<file path="src/hdl/pfa_pkg.sv">
// Package for the partition fit allocator: request and result item types,
// status, operation and fit policy codes. No dependencies.
`default_nettype none

package pfa_pkg;

    typedef struct packed {
        logic [1:0]  op;
        logic [7:0]  job_id;
        logic [15:0] start_req;
        logic [15:0] length;
    } t_req;

    typedef struct packed {
        logic [1:0]  status;
        logic [15:0] start_res;
        logic [15:0] length_res;
    } t_res;

    localparam logic [1:0] ST_OK    = 2'd0;
    localparam logic [1:0] ST_NOFIT = 2'd1;
    localparam logic [1:0] ST_NOJOB = 2'd2;
    localparam logic [1:0] ST_FULL  = 2'd3;

    localparam logic [1:0] OP_ALLOC   = 2'd0;
    localparam logic [1:0] OP_RELEASE = 2'd1;
    localparam logic [1:0] OP_ADD     = 2'd2;

    localparam logic [1:0] POL_FIRST = 2'd0;
    localparam logic [1:0] POL_BEST  = 2'd1;
    localparam logic [1:0] POL_WORST = 2'd2;

endpackage

`default_nettype wire

</file>
<file path="src/hdl/partition_fit_allocator_top.sv">
// Variable-partition allocator: one hole memory and one job memory with a
// sequencer that scans, edits and shifts them. Depends on pfa_pkg.
// One item at a time: a new request is taken only in the idle state, and each
// item is bounded by the sweeps over the hole and job memories.
// Reset clears the counts and the policy; memory contents need no clearing.
`default_nettype none

module partition_fit_allocator_top #(
    parameter int HOLE_SLOTS = 16,
    parameter int JOB_SLOTS  = 16,
    parameter int ADDR_BITS  = 16
) (
    input  wire             i_clk,
    input  wire             i_rst_n,
    input  wire             i_cfg_valid,
    output logic            o_cfg_ready,
    input  wire [1:0]       i_cfg_data,
    input  wire             i_req_valid,
    output logic            o_req_ready,
    input  wire pfa_pkg::t_req i_req,
    output logic            o_res_valid,
    input  wire             i_res_ready,
    output pfa_pkg::t_res   o_res
);

    localparam int AW = ADDR_BITS;
    localparam int HI = $clog2(HOLE_SLOTS);
    localparam int HC = $clog2(HOLE_SLOTS + 1);
    localparam int JI = $clog2(JOB_SLOTS);
    localparam int JC = $clog2(JOB_SLOTS + 1);
    localparam int JW = 8 + 2 * AW;

    localparam logic [4:0] S_IDLE   = 5'd0;
    localparam logic [4:0] S_AS_RD  = 5'd1;
    localparam logic [4:0] S_AS_EV  = 5'd2;
    localparam logic [4:0] S_AS_DEC = 5'd3;
    localparam logic [4:0] S_HD_RD  = 5'd4;
    localparam logic [4:0] S_HD_WR  = 5'd5;
    localparam logic [4:0] S_HU_RD  = 5'd6;
    localparam logic [4:0] S_HU_WR  = 5'd7;
    localparam logic [4:0] S_HU_INS = 5'd8;
    localparam logic [4:0] S_RJ_RD  = 5'd9;
    localparam logic [4:0] S_RJ_EV  = 5'd10;
    localparam logic [4:0] S_RH_RD  = 5'd11;
    localparam logic [4:0] S_RH_EV  = 5'd12;
    localparam logic [4:0] S_RH_DEC = 5'd13;
    localparam logic [4:0] S_JD_RD  = 5'd14;
    localparam logic [4:0] S_JD_WR  = 5'd15;
    localparam logic [4:0] S_AD_RD  = 5'd16;
    localparam logic [4:0] S_AD_EV  = 5'd17;
    localparam logic [4:0] S_AD_WR  = 5'd18;
    localparam logic [4:0] S_FIN    = 5'd19;

    function automatic logic [AW-1:0] sat_add(input logic [AW-1:0] a, input logic [AW-1:0] b);
        logic [AW:0] s;
        s = {1'b0, a} + {1'b0, b};
        return s[AW] ? {AW{1'b1}} : s[AW-1:0];
    endfunction

    // Memories: hole entry is {base, size}, job entry is {name, base, size}.
    logic [2*AW-1:0] hmem [HOLE_SLOTS];
    logic [JW-1:0]   jmem [JOB_SLOTS];
    logic [2*AW-1:0] r_hrd;
    logic [JW-1:0]   r_jrd;

    logic            h_we;
    logic [HI-1:0]   h_ra, h_wa;
    logic [2*AW-1:0] h_wd;
    logic            j_we;
    logic [JI-1:0]   j_ra, j_wa;
    logic [JW-1:0]   j_wd;

    always_ff @(posedge i_clk) begin
        if (h_we) begin
            hmem[h_wa] <= h_wd;
        end
        r_hrd <= hmem[h_ra];
    end

    always_ff @(posedge i_clk) begin
        if (j_we) begin
            jmem[j_wa] <= j_wd;
        end
        r_jrd <= jmem[j_ra];
    end

    logic [4:0]    r_state;
    logic [1:0]    r_pol;
    logic [1:0]    r_op;
    logic [7:0]    r_id;
    logic [AW-1:0] r_base, r_len;
    logic [HC-1:0] r_hcnt, r_i, r_k, r_pick;
    logic [JC-1:0] r_jcnt, r_j;
    logic          r_found, r_cvalid;
    logic [AW-1:0] r_pbase, r_psize, r_cbase, r_csize, r_jb, r_js;
    logic [1:0]    r_st;
    logic [AW-1:0] r_rb, r_rl;

    logic [AW-1:0] hb_rd, hs_rd, jb_rd, js_rd;
    logic [7:0]    jn_rd;
    logic [31:0]   in_base32, in_len32, rb32, rl32;
    logic [AW-1:0] in_base, in_len;
    logic [AW:0]   add_end, last_end, prev_end, job_end;
    logic          fits, take, first_stop, left, right;
    logic [HC-1:0] i_prev;

    assign hb_rd = r_hrd[2*AW-1:AW];
    assign hs_rd = r_hrd[AW-1:0];
    assign jn_rd = r_jrd[JW-1:2*AW];
    assign jb_rd = r_jrd[2*AW-1:AW];
    assign js_rd = r_jrd[AW-1:0];

    assign in_base32 = {16'b0, i_req.start_req};
    assign in_len32  = {16'b0, i_req.length};
    assign in_base   = in_base32[AW-1:0];
    assign in_len    = in_len32[AW-1:0];
    assign add_end   = {1'b0, in_base} + {1'b0, in_len};
    assign last_end  = {1'b0, hb_rd} + {1'b0, hs_rd};
    assign prev_end  = {1'b0, r_pbase} + {1'b0, r_psize};
    assign job_end   = {1'b0, r_jb} + {1'b0, r_js};

    assign fits = hs_rd >= r_len;
    assign take = fits && (!r_found
                  || (r_pol == pfa_pkg::POL_BEST && hs_rd < r_psize)
                  || (r_pol == pfa_pkg::POL_WORST && hs_rd > r_psize));
    assign first_stop = fits && !r_found && r_pol != pfa_pkg::POL_BEST
                        && r_pol != pfa_pkg::POL_WORST;
    assign i_prev = r_i - HC'(1);
    assign left   = (r_i != '0) && (prev_end == {1'b0, r_jb});
    assign right  = r_cvalid && (job_end == {1'b0, r_cbase});

    // Memory port control follows the sequencer state.
    always_comb begin
        h_ra = '0;
        h_we = 1'b0;
        h_wa = '0;
        h_wd = '0;
        j_ra = '0;
        j_we = 1'b0;
        j_wa = r_jcnt[JI-1:0];
        j_wd = {r_id, r_pbase, r_len};
        unique case (r_state)
            S_AS_RD: h_ra = r_i[HI-1:0];
            S_AS_DEC: begin
                j_we = r_found;
                h_we = r_found && (r_psize != r_len);
                h_wa = r_pick[HI-1:0];
                h_wd = {r_pbase + r_len, r_psize - r_len};
            end
            S_HD_RD: h_ra = HI'(r_k + HC'(1));
            S_HD_WR: begin
                h_we = 1'b1;
                h_wa = r_k[HI-1:0];
                h_wd = r_hrd;
            end
            S_HU_RD: h_ra = HI'(r_k - HC'(1));
            S_HU_WR: begin
                h_we = 1'b1;
                h_wa = r_k[HI-1:0];
                h_wd = r_hrd;
            end
            S_HU_INS: begin
                h_we = 1'b1;
                h_wa = r_i[HI-1:0];
                h_wd = {r_jb, r_js};
            end
            S_RJ_RD: j_ra = r_j[JI-1:0];
            S_RH_RD: h_ra = r_i[HI-1:0];
            S_RH_DEC: begin
                h_we = left || right;
                if (left) begin
                    h_wa = i_prev[HI-1:0];
                    h_wd = {r_pbase, right ? sat_add(sat_add(r_psize, r_js), r_csize)
                                           : sat_add(r_psize, r_js)};
                end else begin
                    h_wa = r_i[HI-1:0];
                    h_wd = {r_jb, sat_add(r_csize, r_js)};
                end
            end
            S_JD_RD: j_ra = JI'(r_j + JC'(1));
            S_JD_WR: begin
                j_we = 1'b1;
                j_wa = r_j[JI-1:0];
                j_wd = r_jrd;
            end
            S_AD_RD: h_ra = HI'(r_hcnt - HC'(1));
            S_AD_EV: begin
                h_we = ({1'b0, r_base} == last_end);
                h_wa = HI'(r_hcnt - HC'(1));
                h_wd = {hb_rd, sat_add(hs_rd, r_len)};
            end
            S_AD_WR: begin
                h_we = 1'b1;
                h_wa = r_hcnt[HI-1:0];
                h_wd = {r_base, r_len};
            end
            default: ;
        endcase
    end

    always_ff @(posedge i_clk) begin
        if (!i_rst_n) begin
            r_state     <= S_IDLE;
            r_pol       <= pfa_pkg::POL_FIRST;
            r_hcnt      <= '0;
            r_jcnt      <= '0;
            o_res_valid <= 1'b0;
        end else begin
            if (i_cfg_valid && o_cfg_ready) begin
                r_pol <= i_cfg_data;
            end
            // In the finish state a taken result is replaced by the next one below.
            if (o_res_valid && i_res_ready && r_state != S_FIN) begin
                o_res_valid <= 1'b0;
            end
            unique case (r_state)
                S_IDLE: begin
                    if (i_req_valid) begin
                        r_op    <= i_req.op;
                        r_id    <= i_req.job_id;
                        r_base  <= in_base;
                        r_len   <= in_len;
                        r_i     <= '0;
                        r_j     <= '0;
                        r_found <= 1'b0;
                        r_st    <= pfa_pkg::ST_NOFIT;
                        r_rb    <= '0;
                        r_rl    <= '0;
                        r_state <= S_FIN;
                        case (i_req.op)
                            pfa_pkg::OP_ALLOC: begin
                                if (in_len == '0) begin
                                    r_st <= pfa_pkg::ST_NOFIT;
                                end else if (r_jcnt >= JC'(JOB_SLOTS)) begin
                                    r_st <= pfa_pkg::ST_FULL;
                                end else if (r_hcnt != '0) begin
                                    r_state <= S_AS_RD;
                                end
                            end
                            pfa_pkg::OP_RELEASE: begin
                                if (r_jcnt == '0) begin
                                    r_st <= pfa_pkg::ST_NOJOB;
                                end else begin
                                    r_state <= S_RJ_RD;
                                end
                            end
                            pfa_pkg::OP_ADD: begin
                                if (in_len != '0 && add_end <= (AW+1)'(1) << AW) begin
                                    r_state <= (r_hcnt == '0) ? S_AD_WR : S_AD_RD;
                                end
                            end
                            default: ;
                        endcase
                    end
                end
                S_AS_RD: r_state <= S_AS_EV;
                S_AS_EV: begin
                    if (take) begin
                        r_found <= 1'b1;
                        r_pick  <= r_i;
                        r_pbase <= hb_rd;
                        r_psize <= hs_rd;
                    end
                    if (first_stop || r_i + HC'(1) == r_hcnt) begin
                        r_state <= S_AS_DEC;
                    end else begin
                        r_i     <= r_i + HC'(1);
                        r_state <= S_AS_RD;
                    end
                end
                S_AS_DEC: begin
                    r_state <= S_FIN;
                    if (r_found) begin
                        r_jcnt <= r_jcnt + JC'(1);
                        r_st   <= pfa_pkg::ST_OK;
                        r_rb   <= r_pbase;
                        r_rl   <= r_len;
                        if (r_psize == r_len) begin
                            r_k     <= r_pick;
                            r_state <= S_HD_RD;
                        end
                    end
                end
                S_HD_RD: begin
                    if (r_k + HC'(1) >= r_hcnt) begin
                        r_hcnt  <= r_hcnt - HC'(1);
                        r_state <= (r_op == pfa_pkg::OP_ALLOC) ? S_FIN : S_JD_RD;
                    end else begin
                        r_state <= S_HD_WR;
                    end
                end
                S_HD_WR: begin
                    r_k     <= r_k + HC'(1);
                    r_state <= S_HD_RD;
                end
                S_HU_RD: r_state <= (r_k <= r_i) ? S_HU_INS : S_HU_WR;
                S_HU_WR: begin
                    r_k     <= r_k - HC'(1);
                    r_state <= S_HU_RD;
                end
                S_HU_INS: begin
                    r_hcnt  <= r_hcnt + HC'(1);
                    r_state <= S_JD_RD;
                end
                S_RJ_RD: r_state <= S_RJ_EV;
                S_RJ_EV: begin
                    if (jn_rd == r_id) begin
                        r_jb     <= jb_rd;
                        r_js     <= js_rd;
                        r_cvalid <= 1'b0;
                        r_state  <= (r_hcnt == '0) ? S_RH_DEC : S_RH_RD;
                    end else if (r_j + JC'(1) == r_jcnt) begin
                        r_st    <= pfa_pkg::ST_NOJOB;
                        r_state <= S_FIN;
                    end else begin
                        r_j     <= r_j + JC'(1);
                        r_state <= S_RJ_RD;
                    end
                end
                S_RH_RD: r_state <= S_RH_EV;
                S_RH_EV: begin
                    if (hb_rd > r_jb) begin
                        r_cbase  <= hb_rd;
                        r_csize  <= hs_rd;
                        r_cvalid <= 1'b1;
                        r_state  <= S_RH_DEC;
                    end else begin
                        r_pbase <= hb_rd;
                        r_psize <= hs_rd;
                        r_i     <= r_i + HC'(1);
                        r_state <= (r_i + HC'(1) == r_hcnt) ? S_RH_DEC : S_RH_RD;
                    end
                end
                S_RH_DEC: begin
                    if (left && right) begin
                        r_k     <= r_i;
                        r_state <= S_HD_RD;
                    end else if (left || right) begin
                        r_state <= S_JD_RD;
                    end else if (r_hcnt >= HC'(HOLE_SLOTS)) begin
                        r_st    <= pfa_pkg::ST_FULL;
                        r_state <= S_FIN;
                    end else begin
                        r_k     <= r_hcnt;
                        r_state <= S_HU_RD;
                    end
                end
                S_JD_RD: begin
                    if (r_j + JC'(1) >= r_jcnt) begin
                        r_jcnt  <= r_jcnt - JC'(1);
                        r_st    <= pfa_pkg::ST_OK;
                        r_rb    <= r_jb;
                        r_rl    <= r_js;
                        r_state <= S_FIN;
                    end else begin
                        r_state <= S_JD_WR;
                    end
                end
                S_JD_WR: begin
                    r_j     <= r_j + JC'(1);
                    r_state <= S_JD_RD;
                end
                S_AD_RD: r_state <= S_AD_EV;
                S_AD_EV: begin
                    r_state <= S_FIN;
                    if ({1'b0, r_base} == last_end) begin
                        r_st <= pfa_pkg::ST_OK;
                        r_rb <= r_base;
                        r_rl <= r_len;
                    end else if ({1'b0, r_base} < last_end) begin
                        r_st <= pfa_pkg::ST_NOFIT;
                    end else if (r_hcnt >= HC'(HOLE_SLOTS)) begin
                        r_st <= pfa_pkg::ST_FULL;
                    end else begin
                        r_state <= S_AD_WR;
                    end
                end
                S_AD_WR: begin
                    r_hcnt  <= r_hcnt + HC'(1);
                    r_st    <= pfa_pkg::ST_OK;
                    r_rb    <= r_base;
                    r_rl    <= r_len;
                    r_state <= S_FIN;
                end
                S_FIN: begin
                    // The finished item waits here until the output register is free.
                    if (!o_res_valid || i_res_ready) begin
                        o_res.status     <= r_st;
                        o_res.start_res  <= rb32[15:0];
                        o_res.length_res <= rl32[15:0];
                        o_res_valid      <= 1'b1;
                        r_state          <= S_IDLE;
                    end
                end
                default: r_state <= S_IDLE;
            endcase
        end
    end

    assign rb32        = 32'(r_rb);
    assign rl32        = 32'(r_rl);
    assign o_req_ready = (r_state == S_IDLE);
    assign o_cfg_ready = 1'b1;

    a_counts_in_range: assert property (@(posedge i_clk) disable iff (!i_rst_n)
        r_hcnt <= HC'(HOLE_SLOTS) && r_jcnt <= JC'(JOB_SLOTS))
        else $error("hole or job count beyond table depth");

    a_error_zero: assert property (@(posedge i_clk) disable iff (!i_rst_n)
        $rose(o_res_valid) && o_res.status != pfa_pkg::ST_OK
        |-> o_res.start_res == 16'd0 && o_res.length_res == 16'd0)
        else $error("failed item carries a nonzero address or length");

    a_hcnt_step: assert property (@(posedge i_clk) disable iff (!i_rst_n)
        !$stable(r_hcnt) |-> $past(r_state) == S_HD_RD || $past(r_state) == S_HU_INS
                             || $past(r_state) == S_AD_WR)
        else $error("hole count changed outside a table edit");

endmodule

`default_nettype wire

</file>
<file path="config.mk">
export PLATFORM = sky130hd
export DESIGN_NAME = partition_fit_allocator_top
export DESIGN_NICKNAME = d
export VERILOG_FILES = /design/src/hdl/pfa_pkg.sv /design/src/hdl/partition_fit_allocator_top.sv
export SDC_FILE = /design/constraint.sdc
export NUM_CORES = 2
export LEC_CHECK = 0
export BUFFER_PORTS_ARGS = -buffer_cell sky130_fd_sc_hd__buf_2
export CAP_MARGIN = 0
export CELL_PAD_IN_SITES_DETAIL_PLACEMENT = 1
export CELL_PAD_IN_SITES_GLOBAL_PLACEMENT = 1
export CORE_UTILIZATION = 57
export CTS_CLUSTER_DIAMETER = 80
export DETAILED_ROUTE_END_ITERATION = 7
export GPL_TIMING_DRIVEN = 0
export PLACE_DENSITY = 0.95
export SLEW_MARGIN = 20
export SYNTH_ARGS = -nofsm -noshare
export SYNTH_HDL_FRONTEND = slang
export SYNTH_SLANG_ARGS = --single-unit
</file>
<file path="constraint.sdc">
create_clock -name i_clk -period 17.4 [get_ports i_clk]
set_input_delay 0.87 -clock i_clk [delete_from_list [all_inputs] [get_ports i_clk]]
set_output_delay 0.87 -clock i_clk [all_outputs]
set_load 0.03 [all_outputs]
</file>
==> metrics.txt <==
number of global-route vias before repair=58955; Tcrit/Tclk final=48.7%; Hold WS=0.232 ns; clock buffer count from CTS=152; post-CTS setup buffers=0; Worst setup EP type=flop; commonest non-fill, non-tap cell in the layout=edfxtp_1; Cells after Synth=5494; Sw Pwr=4.33 mW; iteration count of the initial detailed-routing pass=8; Top FF cell, synth=edfxtp_1; min-delay worst type=in2reg; largest net degree at the start of global routing=36; Max IR drop VDD=0.125 mV; logic gate share of total power=30.5%; CP max FO=10; post-route design area=0.0778 sq mm; Int Pwr=7.04 mW; CP required=17.93 ns; num rows=126; synthesized netlist net count=5806; post-synthesis cell type count=101; Root Driver=clkbuf_16; DRC errors left=97; Placed Area=0.0728 sq mm; Total Routing Usage GR=48.9%; Clock Skews=0.0395 ns; FMAX=118 MHz; Final Non-Filler Cells=7574; violated checks=DRC; chip width=349 um; max-cap violation count=0; hold buffer count at cts=0; # setup viols final=0; commonest non-fill, non-tap cells in the layout=1380 x edfxtp_1, 725 x nand2_1, 381 x a211oi_1, 336 x clkbuf_1, 303 x a21oi_1; largest cells by area after synthesis=edfxtp_1 60%, ha_1 4.6%, a211oi_1 4.2%, nand2_1 4.0%, and2_1 2.8%; total grt overflow=0; worst slew pin tran=1.26 ns; post-synthesis sequential area ratio=63.1%; worst path arrival time=9.01 ns; RSZ-0062 raised after global routing=false; leak pwr=26.7 nW; htree depth=4; pwr/cell area=146 mW/mm^2; drt wl/cell=39.7 um; input/output buffers=84; vias=58326; Post-DP HPWL=190000 um; DRT antenna net count=0; clk buf depth=3; crit path kind=reg2reg; Synth Area per Inst=12.5 sq um; Worst-path clk slew=0.06 ns; Post-synth EDFFs=1380; Cell Area, Synth=0.0686 sq mm; antenna violations before repair=31; drt initial violations=10031; utilization after layout=65.5%; Final Net Count=6151; Placed Cells=7282; area grow syn2layout=13.5%; Routed WL=300000 um; clock insertion delay at the later pin of the skew report=0.85 ns; Switching Fraction=38.1%; vias per inst=7.70; first-pass GRT wire length=424000 um; share of synthesized registers carrying an async set or reset=0%; clock share of power=29.8%; YS warnings=0; # IOs=86; starting density of the core=57.8%; status=complete, but fails checks; dominant cell type by area after synthesis=edfxtp_1; number of synthesized register bits=1470; Slew Viols, Final=0; Die Span Y=349 um; worst setup margin=8.92 ns; Post-Place Setup Slack=9.79 ns; DIE AREA=0.122 sq mm; sequential power share=39.7%; CTS tree=yes; Core Footprint=0.119 sq mm; Worst setup SP type=flop; RePlAce Congestion=1.04; TNS Setup=0 ns; clk sinks=1470; ratio of cells with drive above 1 in the final layout=9.37%; min Tclk post-route=8.48 ns; Fin. Hold Viols=0; share of the synthesized area in the top cell type=60.4%; post-CTS sizing=0; Power, Total=11.4 mW; Slew Limit Headroom=15.9%
==> worst max-delay path, cell delays in order, from the launching register on <==
cell	delay [ns]
edfxtp_1	1.03
ha_1	0.39
clkbuf_1	0.23
a21oi_1	0.27
o21ai_1	0.24
o41ai_1	0.76
mux2i_1	0.28
nor4bb_1	0.56
nand4_1	0.28
nor4_2	0.85
inv_1	0.14
ha_1	0.33
o21ai_0	0.19
nor2_1	0.08
o211ai_1	0.20
buf_6	0.23
clkbuf_1	0.45
nor4b_2	0.78
buf_2	0.32
buf_2	0.25
buf_2	0.27
==> logic make-up after synthesis <==
| group | count (synthesis) | synth area share [%] |
|---|---|---|
| and+or+nand+nor | 1560 | 11.1 |
| AOI/OAI and AO/OA | 1514 | 15.5 |
| DFF | 1470 | 63.1 |
| buffers and inverters | 473 | 2.61 |
| adders and majority gates | 263 | 4.92 |
| xor gates and xnor gates | 167 | 2.13 |
| muxes | 46 | 0.721 |
| other | 1 | 0.00547 |
==> power groups by stage <==
| stage | clock network (mW) | registers, mW | logic [mW] |
|---|---|---|---|
| floorplan | 0 | 4.37 | 1.86 |
| global placement | 0 | 4.54 | 2.74 |
| detailed placement | 0 | 4.54 | 3.08 |
| CTS | 3.34 | 4.47 | 3.25 |
| global route | 3.43 | 4.49 | 3.53 |
| finish | 3.39 | 4.52 | 3.46 |
==> worst paths after layout <==
kind                  start            to  slack, ns  cells after the start
hold / removal    i_req[38]       r_id[6]       0.23                      1
hold reg to reg     r_rl[5]      o_res[5]       0.42                      0
setup reg to reg    r_js[4]  hmem[12][23]       8.92                     20
setup / recovery    r_js[4]  hmem[12][23]       8.92                     20
==> synth_stat cells (all sizes together) (9+ instances only) <==
cell type,n
xor2,59
and2,324
nor2,169
o22ai,10
nor2b,35
a221oi,10
nand3,57
and3,13
ha,252
o21ai,131
a21oi,304
buf,25
a31oi,172
a311oi,148
a22oi,16
a21boi,10
inv,150
a2111oi,16
nor3,65
mux2,27
mux2i,19
a22o,29
o31ai,23
nand2b,33
xnor2,108
or2,14
fa,11
a21o,59
dfxtp,90
or3,26
nand2,725
a211oi,383
edfxtp,1380
o211ai,25
nor3b,9
a211o,9
clkbuf,297
o21bai,18
nand4,28
nor4,18
a222oi,32
o21a,39
o221ai,18
==> flip-flops by register name (all words and copies together) (netlist names), 5 cells and up <==
| register | count |
|---|---|
| jmem | 640 |
| hmem | 512 |
| r_jrd | 40 |
| o_res | 34 |
| r_hrd | 32 |
| r_base | 16 |
| r_cbase | 16 |
| r_csize | 16 |
| r_jb | 16 |
| r_js | 16 |
| r_len | 16 |
| r_pbase | 16 |
| r_psize | 16 |
| r_rb | 16 |
| r_rl | 16 |
| r_id | 8 |
| r_hcnt | 5 |
| r_i | 5 |
| r_j | 5 |
| r_jcnt | 5 |
| r_k | 5 |
| r_pick | 5 |
| r_state | 5 |
==> routing by layer <==
metal  global-route usage [%]  up-vias  share of wire, %
met5                    0.920        -              0.17
met3                     17.8     2030                15
met1                     57.6    28083                32
met2                     73.2     6406                43
met4                     36.9       46               9.8
li1                         -    21761                 -
==> area by class of cell <==
| class | count | area (sq um) |
|---|---|---|
| antenna | 11 | 27.5 |
| buffer | 322 | 1230 |
| clock buffer | 210 | 4210 |
| clock inverter | 68 | 699 |
| fill | 11294 | 40900 |
| inverter | 151 | 567 |
| multi-input combinational | 3551 | 24000 |
| sequential | 1470 | 43200 |
| tap | 1600 | 2000 |
| timing repair buffer | 191 | 1800 |
Power figures use the tool's default switching activity.
